[config.mk]
export PLATFORM = sky130hd
export DESIGN_NAME = bmd_front
export DESIGN_NICKNAME = d
export VERILOG_FILES = /design/src/sv/bmd_pkg.sv /design/src/sv/bmd_front.sv
export SDC_FILE = /design/constraint.sdc
export NUM_CORES = 1
export LEC_CHECK = 0
export BUFFER_PORTS_ARGS = -buffer_cell sky130_fd_sc_hd__buf_2
export CORE_MARGIN = 1.5
export CORE_UTILIZATION = 51
export CTS_BUF_LIST = sky130_fd_sc_hd__clkbuf_2
export DETAILED_ROUTE_END_ITERATION = 10
export HOLD_SLACK_MARGIN = 0.03
export PLACE_DENSITY = 0.88
export SYNTH_ARGS = -nofsm -noshare
export SYNTH_HDL_FRONTEND = slang
export SYNTH_SLANG_ARGS = --single-unit
[constraint.sdc]
create_clock -name clk -period 7.4 [get_ports clk]
set_input_delay 2.22 -clock clk [delete_from_list [all_inputs] [get_ports clk]]
set_output_delay 2.22 -clock clk [all_outputs]
set_load 0.02 [all_outputs]
[src/sv/bmd_pkg.sv]
// Shared types and constants for the banked memory map decoder.
// Holds the request, result and queued command layouts and the memory map sizes.
// No dependencies.
`timescale 1ns / 1ps

package bmd_pkg;

	// Memory map
	localparam int BANK_COUNT          = 16;
	localparam int MODULE_WINDOW_START = 32768;
	localparam int MODULE_WINDOW_SIZE  = 8192;
	localparam int DOS_ROM_START       = 53248;
	localparam int DOS_ROM_SIZE        = 4096;
	localparam int KERNEL_ROM_START    = 57344;

	// Memory depths and address widths
	localparam int RAM_DEPTH  = 65536;
	localparam int RAM_AW     = 16;
	localparam int BANK_DEPTH = BANK_COUNT * MODULE_WINDOW_SIZE;
	localparam int BANK_AW    = $clog2(BANK_DEPTH);
	localparam int BANK_IW    = $clog2(BANK_COUNT);
	localparam int MOD_OW     = $clog2(MODULE_WINDOW_SIZE);
	localparam int DOS_AW     = $clog2(DOS_ROM_SIZE);

	// Post-reset clearing pass covers the deepest memory
	localparam int CLEAR_LEN = (BANK_DEPTH > RAM_DEPTH) ? BANK_DEPTH : RAM_DEPTH;
	localparam int CLR_W     = $clog2(CLEAR_LEN + 1);

	// Command queue between front and back
	localparam int QUEUE_DEPTH = 2;
	localparam int QAW         = $clog2(QUEUE_DEPTH);

	// Operation codes
	localparam logic [2:0] OP_BUS_READ   = 3'd0;
	localparam logic [2:0] OP_BUS_WRITE  = 3'd1;
	localparam logic [2:0] OP_RAM_LOAD   = 3'd2;
	localparam logic [2:0] OP_BANK_LOAD  = 3'd3;
	localparam logic [2:0] OP_DOS_LOAD   = 3'd4;
	localparam logic [2:0] OP_DOS_UNLOAD = 3'd5;

	typedef struct packed {
		logic [2:0]  op;
		logic [15:0] address;
		logic [7:0]  write_data;
		logic [7:0]  bank_index;
		logic [7:0]  device_read_data;
	} request_t;

	typedef struct packed {
		logic [7:0] read_data;
		logic [2:0] device_select;
		logic       device_write;
		logic       write_dropped;
		logic [7:0] bank_selected;
		logic       dos_rom_loaded;
	} result_t;

	// Memory action the back end carries out
	typedef enum logic [2:0] {
		MEM_NONE,
		MEM_RAM_RD,
		MEM_RAM_WR,
		MEM_BANK_RD,
		MEM_BANK_WR,
		MEM_DOS_RD,
		MEM_DOS_WR
	} mem_kind_t;

	typedef struct packed {
		mem_kind_t           kind;
		logic [RAM_AW-1:0]   ram_addr;
		logic [BANK_AW-1:0]  bank_addr;
		logic [DOS_AW-1:0]   dos_addr;
		logic [7:0]          wdata;
		result_t             res;
	} cmd_t;

	typedef struct packed {
		logic full;
		logic empty;
	} queue_stat_t;

	typedef struct packed {
		logic clearing;
	} back_stat_t;

endpackage

[src/sv/bmd_front.sv]
// Front end: accepts transactions, decodes the memory map and keeps control state.
// Holds the bank register, DOS loaded flag and bank loaded flags. Uses bmd_pkg.
`timescale 1ns / 1ps

module bmd_front (
	input  logic              clk,
	input  logic              arst_n,
	input  logic              start,
	input  logic              busy,
	input  bmd_pkg::request_t request,
	input  logic [6:0]        dev_mask,
	input  logic              kernel_protect,
	output logic              push,
	output bmd_pkg::cmd_t     cmd
);
	import bmd_pkg::*;

	localparam logic [15:0] BANK_REG_ADDR = 16'hFE61;

	localparam logic [2:0] DEV_NONE  = 3'd0;
	localparam logic [2:0] DEV_PIA   = 3'd1;
	localparam logic [2:0] DEV_BLOCK = 3'd2;
	localparam logic [2:0] DEV_ACIA  = 3'd3;
	localparam logic [2:0] DEV_VIDEO = 3'd4;
	localparam logic [2:0] DEV_SOUND = 3'd5;
	localparam logic [2:0] DEV_POWER = 3'd6;
	localparam logic [2:0] DEV_CLOCK = 3'd7;

	logic [7:0]            bank_q, bank_d;
	logic                  dos_q, dos_d;
	logic [BANK_COUNT-1:0] loaded_q, loaded_d;

	logic [2:0]  dev;
	logic        wr;
	logic [16:0] mod_diff, dos_diff;
	logic        in_mod, in_dos, bank_ok, kernel_hit;
	logic        load_ok, dos_load_ok;
	logic [BANK_IW-1:0] mul_idx;
	logic [MOD_OW-1:0]  mul_off;
	logic [BANK_AW-1:0] bank_addr;

	function automatic logic in_range(logic [15:0] a, logic [15:0] lo, logic [15:0] hi);
		return (a >= lo) && (a <= hi);
	endfunction

	// I/O page device windows, first attached claimant wins
	function automatic logic [2:0] decode_device(logic [15:0] a, logic [6:0] m);
		if (m[0] && in_range(a, 16'hFE20, 16'hFE23)) return DEV_PIA;
		if (m[1] && in_range(a, 16'hFE24, 16'hFE28)) return DEV_BLOCK;
		if (m[2] && in_range(a, 16'hFE29, 16'hFE2C)) return DEV_ACIA;
		if (m[3] && (in_range(a, 16'hFE2D, 16'hFE37) || in_range(a, 16'hFE62, 16'hFE64)))
			return DEV_VIDEO;
		if (m[4] && in_range(a, 16'hFE38, 16'hFE54)) return DEV_SOUND;
		if (m[5] && a == 16'hFE65) return DEV_POWER;
		if (m[6] && in_range(a, 16'hFE55, 16'hFE60)) return DEV_CLOCK;
		return DEV_NONE;
	endfunction

	assign push = start & ~busy;

	// Window hits and offsets
	always_comb begin
		wr          = (request.op == OP_BUS_WRITE);
		dev         = decode_device(request.address, dev_mask);
		mod_diff    = {1'b0, request.address} - 17'(MODULE_WINDOW_START);
		dos_diff    = {1'b0, request.address} - 17'(DOS_ROM_START);
		in_mod      = ~mod_diff[16] && (mod_diff < 17'(MODULE_WINDOW_SIZE));
		in_dos      = ~dos_diff[16] && (dos_diff < 17'(DOS_ROM_SIZE));
		bank_ok     = ({1'b0, bank_q} < 9'(BANK_COUNT)) && loaded_q[bank_q[BANK_IW-1:0]];
		kernel_hit  = ({1'b0, request.address} >= 17'(KERNEL_ROM_START));
		load_ok     = (request.bank_index != 8'd0)
			&& ({1'b0, request.bank_index} < 9'(BANK_COUNT))
			&& ({1'b0, request.address} < 17'(MODULE_WINDOW_SIZE));
		dos_load_ok = ({1'b0, request.address} < 17'(DOS_ROM_SIZE));
	end

	// One shared bank image address generator
	always_comb begin
		if (request.op == OP_BANK_LOAD) begin
			mul_idx = request.bank_index[BANK_IW-1:0];
			mul_off = request.address[MOD_OW-1:0];
		end else begin
			mul_idx = bank_q[BANK_IW-1:0];
			mul_off = mod_diff[MOD_OW-1:0];
		end
		bank_addr = BANK_AW'(BANK_AW'(mul_idx) * BANK_AW'(MODULE_WINDOW_SIZE)
			+ BANK_AW'(mul_off));
	end

	// Classification in priority order
	always_comb begin
		bank_d   = bank_q;
		dos_d    = dos_q;
		loaded_d = loaded_q;
		cmd          = '0;
		cmd.kind     = MEM_NONE;
		cmd.ram_addr = request.address;
		cmd.wdata    = request.write_data;
		case (request.op)
			OP_BUS_READ, OP_BUS_WRITE: begin
				if (request.address == BANK_REG_ADDR) begin
					if (wr) bank_d = request.write_data;
					else    cmd.res.read_data = bank_q;
				end else if (dev != DEV_NONE) begin
					cmd.res.device_select = dev;
					if (wr) cmd.res.device_write = 1'b1;
					else    cmd.res.read_data = request.device_read_data;
				end else if (dos_q && in_dos) begin
					if (wr) begin
						cmd.res.write_dropped = 1'b1;
					end else begin
						cmd.kind     = MEM_DOS_RD;
						cmd.dos_addr = dos_diff[DOS_AW-1:0];
					end
				end else if (bank_q != 8'd0 && in_mod) begin
					if (wr) begin
						cmd.res.write_dropped = 1'b1;
					end else if (bank_ok) begin
						cmd.kind      = MEM_BANK_RD;
						cmd.bank_addr = bank_addr;
					end
				end else if (wr) begin
					if (kernel_protect && kernel_hit) cmd.res.write_dropped = 1'b1;
					else                              cmd.kind = MEM_RAM_WR;
				end else begin
					cmd.kind = MEM_RAM_RD;
				end
			end
			OP_RAM_LOAD: begin
				cmd.kind = MEM_RAM_WR;
			end
			OP_BANK_LOAD: begin
				if (load_ok) begin
					cmd.kind      = MEM_BANK_WR;
					cmd.bank_addr = bank_addr;
					loaded_d[request.bank_index[BANK_IW-1:0]] = 1'b1;
				end
			end
			OP_DOS_LOAD: begin
				if (dos_load_ok) begin
					cmd.kind     = MEM_DOS_WR;
					cmd.dos_addr = request.address[DOS_AW-1:0];
					dos_d        = 1'b1;
				end
			end
			OP_DOS_UNLOAD: begin
				dos_d = 1'b0;
			end
			default: begin
			end
		endcase
		cmd.res.bank_selected  = bank_d;
		cmd.res.dos_rom_loaded = dos_d;
	end

	// Control state
	always_ff @(posedge clk or negedge arst_n) begin
		if (!arst_n) begin
			bank_q   <= '0;
			dos_q    <= 1'b0;
			loaded_q <= '0;
		end else if (push) begin
			bank_q   <= bank_d;
			dos_q    <= dos_d;
			loaded_q <= loaded_d;
		end
	end

endmodule

==> results.py <==
metrics = {
    "yosys": {
        "netlist_area_um2": 2640,
        "synth_enable_flop_cells": 0,
        "yosysWarnings": 0,
        "synth_top_area_cell": "dfrtp_1",
        "synth_top_area_share": 0.237,
        "yosysUniqueCellTypes": 60,
        "synth-main-ff-cell": "dfrtp_1",
        "synth.top_cells.by_count": "buf_4 (27), nor2_1 (26), dfrtp_1 (25)",
        "yosysMostFrequentCell": "buf_4",
        "synth_nets": 367,
        "synth_area_leaders": "dfrtp_1 (24%), buf_4 (7.7%), mux2_2 (7.3%), nor2b_1 (3.8%), nor2_1 (3.7%)",
        "synth_seq_cells": 25,
        "synth_cells": 310,
        "yosysSeqAreaShare": 0.237,
        "syn_avg_cell_area_um2": 8.50,
        "async_flop_share": 1.00,
    },
    "critical_path": {
        "path_cells": "buf_2 -> ha_1 -> nand3_1 -> nor2_1 -> o221ai_1 -> nand4_2 -> nand3_1 -> or4_4 -> o32ai_4 -> buf_2",
        "required_ns": 5.18,
        "startpoint_type": "primary input",
        "endpoint_kind": "output pin",
        "crit_family": "simple AND/OR/NAND/NOR gates",
        "max_stage_delay_ns": 0.62,
        "crit_slowest_cell": "or4_4",
        "worstPathArrival_ns": 4.82,
        "critical_path_buf_inv_count": 2,
        "crit_type": "in -> out",
        "crit_fanout": 12,
    },
    "die": {
        "ios": 134,
        "dieArea_um2": 5610,
        "core_area_um2": 4850,
        "die_x_um": 74.9,
        "die_h_um": 74.9,
        "initial_core_util": 0.543,
        "num_rows": 25,
    },
    "route": {
        "post_drt_wl_per_cell_um": 16.8,
        "first_pass_iters": 5,
        "drt-total-wl_mm": 7.93,
        "viasPerCell": 5.96,
        "drt_iter0_drc": 311,
        "vias": 2807,
        "remaining_drc_errors": 0,
        "drtAntennaViolNets": 0,
    },
    "pwr": {
        "power.leakage_nw": 1.68,
        "power.share.switching": 0.350,
        "seq_power_share": 0.501,
        "power.switching_w": 0.0000969,
        "ir_drop_mv": 0.107,
        "p_comb_frac": 0.299,
        "internal_power_w": 0.000180,
        "clkPwrFrac": 0.201,
        "finalPower_w": 0.000277,
        "powerDensity_nw_per_um2": 88.5,
    },
    "clocking": {
        "numCtsBuffers": 3,
        "cts_tree": "done",
        "cts_root_buffer": "clkbuf_2",
        "clock_latency_ns": 0.36,
        "cts.repair.resized": 0,
        "cts.sinks": 25,
        "cts_setup_buffers": 0,
        "ctsHoldBuffers": 0,
        "htreeDepth": 1,
        "clock_tree.buffer_depth": 2,
        "path_clk_slew_ns": 0.24,
    },
    "global_route": {
        "grt_overflow": 0,
        "grt_pass1_vias": 2419,
        "grt_max_degree": 26,
        "track_usage": 0.279,
        "grt_antenna_before_repair": 0,
        "grt_pass1_wl_mm": 12.0,
    },
    "cells_and_area": {
        "fill_cells": 416,
        "area_growth_pct": 18.7,
        "fin_nets": 462,
        "drive_above_1_share": 0.441,
        "final_design_area_no_fill_um2": 3130,
        "n_antenna_cell": 0,
    },
    "sta": {
        "timing.fmax_ghz": 0.142,
        "setup_violations": 0,
        "rsz0062_at_grt": "false",
        "whs_ns": 0.428,
        "maxSlewViolCount": 0,
        "finalCritPeriodShare": 0.951,
        "hold_viol": 0,
        "finalSetupTns_ns": 0,
        "slew_headroom": 0.521,
        "fin_skew_ns": 0,
        "tightest_slew_ns": 0.708,
        "final.min_clock_period_ns": 7.04,
    },
    "placement": {
        "dpl-instance-area_um2": 3110,
        "place_hpwl_mm": 6.28,
        "io_buffers": 133,
        "gp_congestion": 0.951,
    },
    "run_status": {
        "outcome": "finished, final reports clean",
    },
    "worst_hold_path": {
        "hp-class": "reg -> reg",
    },
    "job": {
        "drv_cap": 0,
    },
}
-- cell usage in the layout, fill, tap and decap left out, drive strengths merged, types with 4 or more instances in the layout --
master / instances
dfrtp: 25
mux4: 4
a21oi: 12
nor3: 8
a31o: 10
mux2i: 6
mux2: 17
o21ai: 12
nor2b: 16
o21bai: 6
nand4: 7
a21boi: 13
nand3: 11
buf: 135
inv: 7
or4: 4
nand2b: 6
and3: 10
nor2: 26
nand2: 21
a21o: 6
-- per-layer routing --
metal	part of all wire	GRT usage
met1	0.42	0.382
met2	0.49	0.461
met3	0.083	0.0589
met4	0.0058	0.0505
met5	0	0
-- cell type report --
| class | instances | area, um2 | share of cell area |
|---|---|---|---|
| clock buffers | 3 | 15.0 | 0.00480 |
| clock inverters | 1 | 7.51 | 0.00240 |
| inverters | 7 | 26.3 | 0.00840 |
| multi-input cells | 233 | 1690 | 0.540 |
| flip-flops and latches | 25 | 626 | 0.200 |
| well taps | 67 | 83.8 | 0.0268 |
| repair buffers | 135 | 681 | 0.218 |
-- through the flow --
step	util	cells	setup slack, ns
CTS	0.645	471	0.417
detailed placement	0.641	467	0.418
global route	0.645	471	0.170
global placement	0.641	467	0.503
floorplan	-	310	0.892
finish	0.645	471	0.361
-- worst paths after layout --
check,startpoint,endpoint,slack [ns],cells past startpoint
max in group asynchronous,arst_n,loaded_q[6],5.25,1
hold / removal,loaded_q[0],loaded_q[0],0.43,0
min in group asynchronous,arst_n,loaded_q[0],1.80,1
hold reg to reg,loaded_q[0],loaded_q[0],0.43,0
setup reg to reg,bank_q[0],bank_q[0],6.39,1
setup / recovery,request[37],cmd[76],0.36,10
-- logic make-up after synthesis --
| group | count (synthesis) | synth area share |
|---|---|---|
| compound gates | 74 | 0.211 |
| buf+inv | 52 | 0.122 |
| mux | 27 | 0.130 |
| flops | 25 | 0.237 |
| fa+ha+maj | 2 | 0.00950 |
| simple gates | 130 | 0.291 |
-- state kept, by name, indices dropped and copies added, names as in the netlist --
signal    flops
dos_q         1
bank_q        8
loaded_q     16
-- power by group through the flow --
| stage | clock (W) | combinational (W) | sequential [W] |
|---|---|---|---|
| floorplan | 0 | 0.0000543 | 0.000141 |
| global placement | 0 | 0.0000798 | 0.000141 |
| detailed placement | 0 | 0.0000815 | 0.000141 |
| CTS | 0.0000572 | 0.0000817 | 0.000139 |
| global route | 0.0000619 | 0.0000898 | 0.000139 |
| finish | 0.0000555 | 0.0000827 | 0.000139 |
Power figures use the tool's default switching activity.
